$ cat config.mk
export PLATFORM = sky130hd
export DESIGN_NAME = idr_cfg_regs
export DESIGN_NICKNAME = d
export VERILOG_FILES = /design/src/hdl/idr_pkg.sv /design/src/hdl/idr_cfg_regs.sv
export SDC_FILE = /design/constraint.sdc
export NUM_CORES = 1
export LEC_CHECK = 0
export ABC_CLOCK_PERIOD_IN_PS = 8500
export BUFFER_PORTS_ARGS = -buffer_cell sky130_fd_sc_hd__buf_2
export CORE_MARGIN = 1
export CORE_UTILIZATION = 38
export DETAILED_ROUTE_END_ITERATION = 16
export GPL_TIMING_DRIVEN = 0
export PLACE_DENSITY_LB_ADDON = 0.12
export SYNTH_ARGS = -nofsm -noshare
export SYNTH_HDL_FRONTEND = slang
export SYNTH_SLANG_ARGS = --single-unit
$ cat constraint.sdc
create_clock -name i_clk -period 8.5 [get_ports i_clk]
set_input_delay 0.85 -clock i_clk [delete_from_list [all_inputs] [get_ports i_clk]]
set_output_delay 0.85 -clock i_clk [all_outputs]
set_load 0.02 [all_outputs]
$ cat src/hdl/idr_pkg.sv
// ----------------------------------------------------------------------------
// idr_pkg
// Shared constants, register indexes and defaults for the delta reconstructor.
// ----------------------------------------------------------------------------
`default_nettype none

package idr_pkg;

    localparam int BYTE_W          = 8;
    localparam int CFG_IDX_W       = 2;
    localparam int CFG_DATA_W      = 11;
    localparam int BPP_REG_W       = 3;
    localparam int RECENT_DEPTH    = 4;
    localparam int RECENT_IDX_W    = 2;

    localparam int DEF_MAX_WIDTH       = 1024;
    localparam int DEF_MAX_HEIGHT      = 1024;
    localparam int DEF_MAX_PIXEL_BYTES = 4;

    localparam logic [CFG_DATA_W-1:0] RST_ROW_WIDTH    = 11'd1024;
    localparam logic [CFG_DATA_W-1:0] RST_FRAME_HEIGHT = 11'd1024;
    localparam logic [BPP_REG_W-1:0]  RST_PIXEL_BYTES  = 3'd4;

    typedef enum logic [CFG_IDX_W-1:0] {
        REG_ROW_WIDTH    = 2'd0,
        REG_FRAME_HEIGHT = 2'd1,
        REG_PIXEL_BYTES  = 2'd2,
        REG_UNUSED       = 2'd3
    } t_reg_idx;

endpackage

`default_nettype wire

$ cat src/hdl/idr_cfg_regs.sv
// ----------------------------------------------------------------------------
// idr_cfg_regs
// Configuration register file with range clamping and row stride.
// ----------------------------------------------------------------------------
`default_nettype none

module idr_cfg_regs
    import idr_pkg::*;
#(
    parameter int MAX_WIDTH       = DEF_MAX_WIDTH,
    parameter int MAX_HEIGHT      = DEF_MAX_HEIGHT,
    parameter int MAX_PIXEL_BYTES = DEF_MAX_PIXEL_BYTES,
    parameter int COL_W           = 13,
    parameter int ROW_W           = 11,
    parameter int BPP_W           = 3
) (
    input  wire logic                  i_clk,
    input  wire logic                  i_rst_n,
    input  wire logic                  i_wr_en,
    input  wire logic [CFG_IDX_W-1:0]  i_wr_index,
    input  wire logic [CFG_DATA_W-1:0] i_wr_data,
    output logic      [COL_W-1:0]      o_stride,
    output logic      [ROW_W-1:0]      o_height,
    output logic      [BPP_W-1:0]      o_bpp
);

    localparam int WID_W = $clog2(MAX_WIDTH + 1);

    logic [CFG_DATA_W-1:0] r_row_width;
    logic [CFG_DATA_W-1:0] r_frame_height;
    logic [BPP_REG_W-1:0]  r_pixel_bytes;
    logic [WID_W-1:0]      width_c;

    always_ff @(posedge i_clk) begin
        if (!i_rst_n) begin
            r_row_width    <= RST_ROW_WIDTH;
            r_frame_height <= RST_FRAME_HEIGHT;
            r_pixel_bytes  <= RST_PIXEL_BYTES;
        end else if (i_wr_en) begin
            unique case (t_reg_idx'(i_wr_index))
                REG_ROW_WIDTH:    r_row_width    <= i_wr_data;
                REG_FRAME_HEIGHT: r_frame_height <= i_wr_data;
                REG_PIXEL_BYTES:  r_pixel_bytes  <= i_wr_data[BPP_REG_W-1:0];
                default: ;
            endcase
        end
    end

    always_comb begin
        priority if (r_row_width == '0) begin
            width_c = WID_W'(1);
        end else if (r_row_width > MAX_WIDTH) begin
            width_c = WID_W'(MAX_WIDTH);
        end else begin
            width_c = WID_W'(r_row_width);
        end

        priority if (r_frame_height == '0) begin
            o_height = ROW_W'(1);
        end else if (r_frame_height > MAX_HEIGHT) begin
            o_height = ROW_W'(MAX_HEIGHT);
        end else begin
            o_height = ROW_W'(r_frame_height);
        end

        priority if (r_pixel_bytes == '0) begin
            o_bpp = BPP_W'(1);
        end else if (r_pixel_bytes > MAX_PIXEL_BYTES) begin
            o_bpp = BPP_W'(MAX_PIXEL_BYTES);
        end else begin
            o_bpp = BPP_W'(r_pixel_bytes);
        end
    end

    assign o_stride = COL_W'(width_c) * COL_W'(o_bpp);

endmodule

`default_nettype wire

==> parameters.txt, run 1 <==
Parameter                              Value

Outcome
  Outcome    finished, final reports clean

Logic synthesis
  Number of distinct library cells after synthesis    32
  Synth Register Bits    25
  Leading cell types by total area after synthesis    sky130_fd_sc_hd__dfxtp_1 25%, sky130_fd_sc_hd__mux2i_1 12%, sky130_fd_sc_hd__fa_1 10%
  Count of mapped cells out of synthesis    240
  Part of the Yosys area used for sequential elements    24.9%
  Count of yosys warnings during synthesis    0
  Netlist area before placement    2010 sq um
  Net Count, Synth    278
  Synthesized area per cell    8.37 sq um
  Share of the synthesized area in the top cell type    24.9%
  Post-synthesis cell type with the largest combined area    sky130_fd_sc_hd__dfxtp_1

Placement
  Sum of net half-perimeters after detailed placement    3480 um
  Global placer's final weighted congestion    0.790
  Number of buffer cells added on primary ports    42
  Number of cells in the design after placement    352
  Post-Place Worst Slack    4.09 ns

Final layout
  Ratio of cells with drive above 1 in the final layout    19.6%
  Area added between synthesis and finish    17.3%
  Number of antenna cells inserted    0
  Layout net count    325
  Cell Count, Final, Fillers Out    356
  Leading cell types in the layout, fill and taps excluded    44 x sky130_fd_sc_hd__buf_2, 34 x sky130_fd_sc_hd__nand2_1, 32 x sky130_fd_sc_hd__nor2b_1
  Filler Cell Count    547
  Most common library cell in the layout ignoring fill and taps    sky130_fd_sc_hd__buf_2

Power and ir drop
  Power, Total    0.000243 W
  Leakage power    1.20 nW
  Power density over the cells    103 nW/um^2
  Largest voltage drop on the vdd net    0.0824 mV

Routing
  Initial detailed-routing violation count    58
  Drt total wl    4180 um
  Vias post-DR    1660
  Wire length per cell    11.8 um
  Post-detailed-route count of antenna-violating nets    0
  Vias per inst    4.66
  Detailed-route DRC error count    0
  Number of optimization iterations in the first detailed-route pass    4

Global routing
  Via count of the first global-routing pass    1495
  Largest net degree at the start of global routing    16
  First-pass GRT wire length    6820 um
  Antenna violations before repair    0
  Overall overflow remaining after global route    0
  Global routing usage summed across all routing layers    16.1%

CTS
  Root buf cell    sky130_fd_sc_hd__clkbuf_8
  Post CTS Setup Buffer Count    0
  Cts bufs inserted    3
  Number of H-tree levels    1
  Clock latency on the worst-skew pair    0.27 ns
  Post-cts hold buffer count    0
  Maximum number of buffers from clock root to sink    2
  CTS tree    done
  Sinks on Clock Net    25
  Number of instances resized during post-cts repair    0
  Clock-pin slew of the registers on the worst-case setup and hold paths    0.09 ns

Timing
  Final cycle utilization of the critical path    54.6%
  Slack of the critical path    3.86 ns
  Worst clock skew    0 ns
  Total of endpoints with negative setup slack in the final report    0
  Total negative setup slack    0 ns
  Minimum period implied by the final worst setup slack    4.64 ns
  Tightest hold margin    0.527 ns
  Max transition margin    67.5%
  Max Fclk    215 MHz
  RSZ-0062 raised after global routing    no
  Transition time of the tightest slew-check pin    0.487 ns
  Max Slew Vio Count    0
  Number of endpoints with negative hold slack in the final report    0

Hold path
  Class of the tightest hold or removal check    flip-flop to flip-flop
  Number of stages on the worst hold path    2
  Endpoint, Worst Hold    r_pixel_bytes[0]$_SDFFE_PN0P_
  Hold path start    r_pixel_bytes[0]$_SDFFE_PN0P_

Worst setup path
  Reg-to-reg critical path startpoint    r_frame_height[10]$_SDFFE_PN1P_
  Element type at the critical path end    output port
  Kind of critical path    flip-flop to output port
  Worst endpoint required time    7.65 ns
  Data arrival time of the worst path    3.79 ns
  Worst Setup Start Kind    flip-flop
  Peak fanout along the critical path    8
  Worst reg-to-reg path cell count    3
  Capture instance of the worst register-to-register path    r_frame_height[10]$_SDFFE_PN1P_
  Setup slack of the worst register-to-register path    7.54 ns

Die
  Core ar.    5110 sq um
  Die height    74.7 um
  Total Die Area    5580 sq um
  Floorplan row count    26
  Total I/O pin count    43
  Initial core utilization    39.3%
  Die Wd    74.7 um

Job
  Max-cap violations    0
==> worst max-delay path, stage by stage, from the launching register on <==
cell and delay, ns:
sky130_fd_sc_hd__dfxtp_1 0.36, sky130_fd_sc_hd__nor4_1 0.32, sky130_fd_sc_hd__nand3_1 0.14, sky130_fd_sc_hd__and2_4 0.20
sky130_fd_sc_hd__nor2b_1 0.09, sky130_fd_sc_hd__buf_2 0.19, sky130_fd_sc_hd__nand2_1 0.10, sky130_fd_sc_hd__fa_1 0.59
sky130_fd_sc_hd__inv_1 0.06, sky130_fd_sc_hd__ha_1 0.29, sky130_fd_sc_hd__a21oi_1 0.19, sky130_fd_sc_hd__o2111ai_1 0.26
sky130_fd_sc_hd__a21o_1 0.23, sky130_fd_sc_hd__a21oi_1 0.18, sky130_fd_sc_hd__xnor2_1 0.14, sky130_fd_sc_hd__buf_2 0.18
==> how the worst max path moves through the flow <==
| stage | startpoint | end | depth (start not counted) |
|---|---|---|---|
| 2_1_floorplan | r_row_width[7]$_SDFFE_PN0P_ | o_stride[10] | 13 |
| 3_3_place_gp | r_row_width[1]$_SDFFE_PN0P_ | o_stride[9] | 15 |
| 3_5_place_dp | r_row_width[1]$_SDFFE_PN0P_ | o_stride[9] | 15 |
| 4_1_cts | r_row_width[1]$_SDFFE_PN0P_ | o_stride[9] | 15 |
| 5_1_grt | r_row_width[2]$_SDFFE_PN0P_ | o_stride[9] | 15 |
| 6_report | r_row_width[2]$_SDFFE_PN0P_ | o_stride[9] | 15 |
==> sequential cells by signal (all words and copies together) (netlist names) <==
register / count
r_frame_height: 11
r_pixel_bytes: 3
r_row_width: 11
==> power by group <==
part           switching (W)  internal (W)
logic              0.0000254     0.0000201
registers         0.00000421      0.000121
clock network      0.0000385     0.0000332
==> synthesized netlist by cell type <==
master,n
sky130_fd_sc_hd__o31ai_1,1
sky130_fd_sc_hd__fa_1,10
sky130_fd_sc_hd__buf_6,2
sky130_fd_sc_hd__nor2b_4,2
sky130_fd_sc_hd__mux2i_1,24
sky130_fd_sc_hd__xnor2_1,6
sky130_fd_sc_hd__nand2b_1,1
sky130_fd_sc_hd__buf_2,2
sky130_fd_sc_hd__nand3_1,7
sky130_fd_sc_hd__buf_4,1
sky130_fd_sc_hd__o21a_1,1
sky130_fd_sc_hd__o21ai_0,3
sky130_fd_sc_hd__o2111ai_1,1
sky130_fd_sc_hd__nor2_1,6
sky130_fd_sc_hd__nand2_1,34
sky130_fd_sc_hd__a21oi_1,12
sky130_fd_sc_hd__nor4_1,3
sky130_fd_sc_hd__nor2b_1,32
sky130_fd_sc_hd__xor2_1,4
sky130_fd_sc_hd__dfxtp_1,25
sky130_fd_sc_hd__inv_1,25
sky130_fd_sc_hd__clkbuf_1,5
sky130_fd_sc_hd__and3_1,1
sky130_fd_sc_hd__nor3_1,3
sky130_fd_sc_hd__a21o_1,1
sky130_fd_sc_hd__nand3b_1,2
sky130_fd_sc_hd__ha_1,12
sky130_fd_sc_hd__or2_2,1
sky130_fd_sc_hd__nor3b_2,1
sky130_fd_sc_hd__and2_4,1
sky130_fd_sc_hd__and2_1,10
sky130_fd_sc_hd__a31oi_1,1
==> routing by layer <==
| layer | GRT usage [%] | vias to the layer above | routed length (um) |
|---|---|---|---|
| met1 | 22.4 | 767 | 2070 |
| met2 | 27.0 | 25 | 2010 |
| li1 | - | 866 | - |
| met3 | 1.61 | 2 | 80 |
| met5 | 0 | - | 0 |
| met4 | 3.77 | 0 | 23 |
==> through the flow <==
| stage | area (sq um) | util, % |
|---|---|---|
| floorplan | 2010 | - |
| global placement | 2310 | 45.1 |
| detailed placement | 2310 | 45.1 |
| CTS | 2350 | 46.1 |
| global route | 2350 | 46.1 |
| finish | 2350 | 46.1 |
==> logic make-up after synthesis <==
family | Yosys count | share of synthesized area (%)
flops | 25 | 24.9
simple gates | 104 | 28.1
buf+inv | 35 | 7.60
mux | 24 | 12.0
compound gates | 20 | 5.61
xor+xnor | 10 | 4.36
fa+ha+maj | 22 | 17.4
==> layout make-up <==
class / instances / area [sq um] / share of cell area [%]
clock buffers: 3 / 41.3 / 1.75
clock inverters: 1 / 7.51 / 0.319
well taps: 70 / 87.6 / 3.72
flip-flops and latches: 25 / 500 / 21.3
inverters: 25 / 93.8 / 3.99
multi-input cells: 180 / 1360 / 57.5
plain buffers: 10 / 58.8 / 2.50
repair buffers: 42 / 210 / 8.93
(Power assumes the default switching activity.)
==> run 2, diff against run 1 <==
Settings changed: ABC_AREA set to 1, ABC_CLOCK_PERIOD_IN_PS 8500 to 4700.
Clock period 8.5 ns to 4.7 ns, I/O delays scaled along.
==> run 2 against run 1 <==
Synthesized cell count rose by 38%; area after synthesis rose by 5.2%; sequential cell count is the same; largest power group unchanged.
==> parameters.txt, run 2 <==
Parameter                              Value

Die
  Total Die Area    5860 sq um
  Total I/O pin count    43
  Die height    76.6 um
  Core ar.    5240 sq um
  Initial core utilization    40.3%
  Die Wd    76.6 um
  Floorplan row count    26

Routing
  Wire length per cell    11.0 um
  Number of optimization iterations in the first detailed-route pass    4
  Drt total wl    4930 um
  Vias per inst    4.70
  Detailed-route DRC error count    0
  Vias post-DR    2106
  Post-detailed-route count of antenna-violating nets    0
  Initial detailed-routing violation count    106

Placement
  Number of buffer cells added on primary ports    42
  Global placer's final weighted congestion    0.824
  Sum of net half-perimeters after detailed placement    4130 um

CTS
  Root buf cell    sky130_fd_sc_hd__clkbuf_8
  Clock-pin slew of the registers on the worst-case setup and hold paths    0.08 ns
  CTS tree    done
  Clock latency on the worst-skew pair    0.27 ns
  Post CTS Setup Buffer Count    0
  Number of H-tree levels    1
  Sinks on Clock Net    25
  Number of instances resized during post-cts repair    0
  Post-cts hold buffer count    0
  Maximum number of buffers from clock root to sink    2
  Cts bufs inserted    3

Timing
  Total negative setup slack    0 ns
  Number of endpoints with negative hold slack in the final report    0
  Minimum period implied by the final worst setup slack    3.63 ns
  Max Slew Vio Count    0
  Max Fclk    275 MHz
  Transition time of the tightest slew-check pin    0.445 ns
  Tightest hold margin    0.427 ns
  RSZ-0062 raised after global routing    no
  Worst clock skew    0 ns
  Max transition margin    70.4%
  Final cycle utilization of the critical path    77.3%
  Total of endpoints with negative setup slack in the final report    0

Logic synthesis
  Post-synthesis cell type with the largest combined area    sky130_fd_sc_hd__dfxtp_1
  Count of yosys warnings during synthesis    0
  Synthesized area per cell    6.37 sq um
  Count of flip-flops with a built-in enable after synthesis    0
  Top FF cell, synth    sky130_fd_sc_hd__dfxtp_1
  Cell with the most instances after synthesis    sky130_fd_sc_hd__nand2_1
  Leading cell types by total area after synthesis    sky130_fd_sc_hd__dfxtp_1 24%, sky130_fd_sc_hd__nand2_1 11%, sky130_fd_sc_hd__fa_1 9.5%
  Synth Register Bits    25
  Leading post-synthesis cells by instance count    63 x sky130_fd_sc_hd__nand2_1, 53 x sky130_fd_sc_hd__inv_1, 50 x sky130_fd_sc_hd__nor2_1, 40 x sky130_fd_sc_hd__nand3_1, 25 x sky130_fd_sc_hd__dfxtp_1
  Count of mapped cells out of synthesis    332
  Netlist area before placement    2110 sq um
  Net Count, Synth    370
  Number of distinct library cells after synthesis    24
  Part of the Yosys area used for sequential elements    23.7%
  Share of the synthesized area in the top cell type    23.7%
  Ys async rst share    0%

Worst setup path
  Worst reg-to-reg path cell count    4
  Capture instance of the worst register-to-register path    r_pixel_bytes[2]$_SDFFE_PN1P_
  Cell type group with the largest total delay on the critical path    simple AND/OR/NAND/NOR gates
  Peak fanout along the critical path    10
  Cell repeated most along the worst path    sky130_fd_sc_hd__nand2_1
  Worst Setup Start Kind    flip-flop
  Worst endpoint required time    4.23 ns
  CP endpoint    o_stride[10]
  Element type at the critical path end    output port
  Critical path depth    17
  Crit path buffers/inverters    3
  Startpoint of the most critical setup path    r_row_width[7]$_SDFFE_PN0P_
  Crit path max-delay cell type    sky130_fd_sc_hd__fa_1
  Reg-to-reg critical path startpoint    r_pixel_bytes[2]$_SDFFE_PN1P_
  Data arrival time of the worst path    3.16 ns
  Setup slack of the worst register-to-register path    3.74 ns
  Kind of critical path    flip-flop to output port
  Crit path largest cell delay    0.56 ns
  CP cell instances    nor2_1 > nand3_1 > nor2_2 > nand2_1 > nand2_2 > buf_6 > nand3_1 > fa_1 > inv_1 > ha_1 > a21oi_1 > nor2_1 > nor2_1 > nand2_1 > nand2_1 > nand2_1 > buf_2

Global routing
  Overall overflow remaining after global route    0
  Global routing usage summed across all routing layers    18.4%
  First-pass GRT wire length    8910 um
  Largest net degree at the start of global routing    15
  Antenna violations before repair    0
  Via count of the first global-routing pass    1969

Outcome
  Outcome    finished, final reports clean

Power and ir drop
  Leakage power    1.35 nW
  Largest voltage drop on the vdd net    0.158 mV
  Power density over the cells    199 nW/um^2

Job
  Max-cap violations    0

Final layout
  Final core occ    46.9%
  Most common library cell in the layout ignoring fill and taps    sky130_fd_sc_hd__nand2_1
  Ratio of cells with drive above 1 in the final layout    17.5%
  Area added between synthesis and finish    16.3%
  Number of antenna cells inserted    0
  Layout net count    417
  Registers with the most flip-flops    r_frame_height: 11 flops, r_row_width: 11 flops, r_pixel_bytes: 3 flops
  Leading cell types in the layout, fill and taps excluded    63 x sky130_fd_sc_hd__nand2_1, 53 x sky130_fd_sc_hd__inv_1, 50 x sky130_fd_sc_hd__nor2_1

Hold path
  Class of the tightest hold or removal check    input port to flip-flop
  Hold path start    i_wr_data[10]
## run 2: cell count changes after synthesis, sizes merged, moves of 11 or more
cell / change
and2: -11
inv: +35
nor2: +46
mux2i: -24
nand2: +31
nand3: +34
o21ai: +20
nor2b: -34
## run 2: where the power goes
group	switching [W]	internal [W]
Combinational	0.0000834	0.0000465
Clock	0.0000660	0.0000593
Sequential	0.0000103	0.000223
Total	0.000160	0.000329
## run 2: worst register-to-register path, cell delays in order (launching register included)
cell and delay (ns):
sky130_fd_sc_hd__dfxtp_1 0.31, sky130_fd_sc_hd__buf_2 0.17, sky130_fd_sc_hd__buf_2 0.27, sky130_fd_sc_hd__nand2_1 0.08, sky130_fd_sc_hd__nand3_1 0.07
## run 2: logic make-up (layout without fill, tap and decap cells)
group           Yosys count  count (layout)  synth area share [%]
compound gates           46              46                  11.7
flops                    25              25                  23.7
buf+inv                  71             117                  13.6
xor+xnor                  4               4                  1.66
fa+ha+maj                22              22                  16.6
simple gates            164             164                  32.8
## run 2: layer usage
metal / share of wire (%) / vias up / track usage, %
met1: 54 / 938 / 26.7
li1: - / 1134 / -
met2: 43 / 32 / 28.6
met4: 0.59 / 0 / 2.88
met3: 3.3 / 2 / 3.11
met5: 0 / - / 0
## run 2: how the worst min path moves through the flow
| stage | endpoint | slack [ns] | depth (start not counted) |
|---|---|---|---|
| CTS | r_frame_height[10]$_SDFFE_PN1P_ | 0.43 | 3 |
| floorplan | r_frame_height[1]$_SDFFE_PN0P_ | 0.44 | 2 |
| detailed placement | r_frame_height[7]$_SDFFE_PN0P_ | 0.46 | 2 |
| finish | r_frame_height[10]$_SDFFE_PN1P_ | 0.43 | 3 |
| global route | r_frame_height[10]$_SDFFE_PN1P_ | 0.44 | 3 |
| global placement | r_frame_height[3]$_SDFFE_PN0P_ | 0.46 | 2 |
## run 2: layout make-up
cell class / instances / area (sq um)
timing repair buffer: 42 / 210
fill: 589 / 2780
clock buffer: 3 / 41.3
inverter: 60 / 225
tap: 70 / 87.6
sequential: 25 / 500
clock inverter: 1 / 5.00
buffer: 11 / 62.6
multi-input combinational: 236 / 1330
## run 2: metrics by stage
step	cell area (sq um)	cells	total power, W	setup WS [ns]
finish	2460	448	0.000488	1.07
global route	2460	448	0.000522	0.717
CTS	2460	448	0.000492	1.04
detailed placement	2410	444	0.000369	1.34
global placement	2410	444	0.000367	1.37
floorplan	2110	332	0.000329	1.61
==> run 3, diff against run 2 <==
Settings changed: ABC_CLOCK_PERIOD_IN_PS 4700 to 3310.
Clock period 4.7 ns to 3.31 ns, I/O delays scaled along.
==> run 3 against run 2 <==
Worst hold slack got worse by 0.14 ns; critical endpoint is now o_stride[12]; power increased by 58%; non-clock buffer count increased by 18; sequential share of layout area decreased by 3.5 points; via count increased by 8.7%; design area increased by 26%; global-route usage increased by 0.94 points; die area unchanged; critical path type unchanged.
==> parameters.txt, run 3 (same netlist as run 2, synthesis figures left out) <==
Parameter                              Value

Final layout
  Number of antenna cells inserted    0
  Registers with the most flip-flops    r_frame_height: 11 flops, r_row_width: 11 flops, r_pixel_bytes: 3 flops
  Post-layout instance area    3110 sq um
  Layout net count    435
  Area added between synthesis and finish    47.0%
  Ratio of cells with drive above 1 in the final layout    42.4%
  Most common library cell in the layout ignoring fill and taps    sky130_fd_sc_hd__inv_1
  Leading cell types in the layout, fill and taps excluded    46 x sky130_fd_sc_hd__inv_1, 43 x sky130_fd_sc_hd__nand2_1, 40 x sky130_fd_sc_hd__nor2_1
  Cell Count, Final, Fillers Out    466

Global routing
  Global routing usage summed across all routing layers    19.3%
  Largest net degree at the start of global routing    15
  Antenna violations before repair    0
  Via count of the first global-routing pass    2066
  Overall overflow remaining after global route    0
  First-pass GRT wire length    9290 um

Power and ir drop
  Largest voltage drop on the vdd net    0.224 mV
  Power density over the cells    249 nW/um^2
  Leakage power    1.57 nW

CTS
  CTS tree    done
  Post-cts hold buffer count    0
  Number of H-tree levels    1
  Sinks on Clock Net    25
  Clock-pin slew of the registers on the worst-case setup and hold paths    0.08 ns
  Maximum number of buffers from clock root to sink    2
  Clock latency on the worst-skew pair    0.27 ns
  Cts bufs inserted    3
  Root buf cell    sky130_fd_sc_hd__clkbuf_8

Hold path
  Class of the tightest hold or removal check    input port to flip-flop

Worst setup path
  Peak fanout along the critical path    7
  Data arrival time of the worst path    2.95 ns
  Cell type group with the largest total delay on the critical path    simple AND/OR/NAND/NOR gates
  Worst Setup Start Kind    flip-flop
  CP cell instances    nor2_4 > nand3_2 > nor2_4 > nand2_2 > nand2_4 > buf_8 > nand3_4 > fa_1 > inv_1 > ha_4 > nand2_2 > nand2_1 > nand2_1 > nand2_2 > nand2_2 > nand3_2 > nand2_1 > nand2_1 > buf_6
  Crit path max-delay cell type    sky130_fd_sc_hd__fa_1
  Crit path buffers/inverters    3
  Crit path largest cell delay    0.54 ns
  Element type at the critical path end    output port
  Worst endpoint required time    2.98 ns
  Kind of critical path    flip-flop to output port

Routing
  Vias post-DR    2289
  Drt total wl    5750 um
  Detailed-route DRC error count    0
  Number of optimization iterations in the first detailed-route pass    5
  Vias per inst    4.91
  Initial detailed-routing violation count    101
  Wire length per cell    12.3 um
  Post-detailed-route count of antenna-violating nets    0

Die
  Core ar.    5240 sq um
  Die Wd    76.6 um
  Die height    76.6 um
  Floorplan row count    26
  Total Die Area    5860 sq um
  Initial core utilization    40.3%
  Total I/O pin count    43

Timing
  Slack of the critical path    0.0302 ns
  Max transition margin    70.4%
  Max Slew Vio Count    0
  Tightest hold margin    0.291 ns
  Worst clock skew    0 ns
  RSZ-0062 raised after global routing    yes
  Transition time of the tightest slew-check pin    0.444 ns
  Max Fclk    305 MHz
  Total negative setup slack    0 ns
  Final cycle utilization of the critical path    99.1%
  Number of endpoints with negative hold slack in the final report    0
  Total of endpoints with negative setup slack in the final report    0
  Minimum period implied by the final worst setup slack    3.28 ns

Placement
  Post-Place Worst Slack    0.0934 ns
  Global placer's final weighted congestion    0.824
  Number of cells in the design after placement    444
  Sum of net half-perimeters after detailed placement    4130 um
  Placed Instance Area    2410 sq um
  Number of buffer cells added on primary ports    42

Outcome
  Outcome    finished, final reports clean

Job
  Max-cap violations    0
## run 3: cell count changes in the layout (fill, tap and decap cells not counted), sizes merged
cell,before,now
buf,49,67
## run 3: final timing paths
kind	cells after the start	slack, ns	start	end
worst min register to register	2	0.47	r_frame_height[7]$_SDFFE_PN0P_	r_frame_height[7]$_SDFFE_PN0P_
worst max-delay path	19	0.03	r_row_width[6]$_SDFFE_PN0P_	o_stride[12]
worst min-delay path	3	0.29	i_wr_data[10]	r_frame_height[10]$_SDFFE_PN1P_
worst max register to register	4	2.37	r_pixel_bytes[2]$_SDFFE_PN1P_	r_pixel_bytes[2]$_SDFFE_PN1P_
## run 3: power breakdown
| group | internal, W | switching [W] |
|---|---|---|
| clock | 0.0000841 | 0.0000924 |
| sequential | 0.000315 | 0.0000156 |
| combinational | 0.000110 | 0.000156 |
| total | 0.000509 | 0.000264 |
## run 3: repair_timing
item,CTS,global route
gates resized for setup,43,87
setup endpoints to repair,8,8
buffers inserted,3,13
pin swaps,6,31
gates cloned,2,0
## run 3: worst register-to-register path, delay by kind of cell, from the launching register on
family                 cells  cell delay [ns]
buffers and inverters      2             0.44
DFF                        1             0.31
and+or+nand+nor            2             0.14
## run 3: cell type report
| cell class | instances | area, sq um |
|---|---|---|
| fillers | 518 | 2130 |
| inverters | 60 | 225 |
| plain buffers | 11 | 65.1 |
| clock inverters | 1 | 5.00 |
| flip-flops and latches | 25 | 524 |
| multi-input cells | 236 | 1760 |
| well taps | 70 | 87.6 |
| repair buffers | 60 | 395 |
| clock buffers | 3 | 41.3 |
## run 3: per-layer routing
layer / vias up / GRT usage [%] / wire, um
met1: 1056 / 27.3 / 2810
met3: 8 / 3.11 / 195
met2: 49 / 31.3 / 2670
met5: - / 0 / 0
li1: 1176 / - / -
met4: 0 / 2.88 / 78
## run 3: through the flow
stage               utilization, %  power (W)
floorplan                        -   0.000468
global placement              46.0   0.000521
detailed placement            46.0   0.000523
CTS                           51.1   0.000734
global route                  59.3   0.000821
finish                        59.3   0.000773
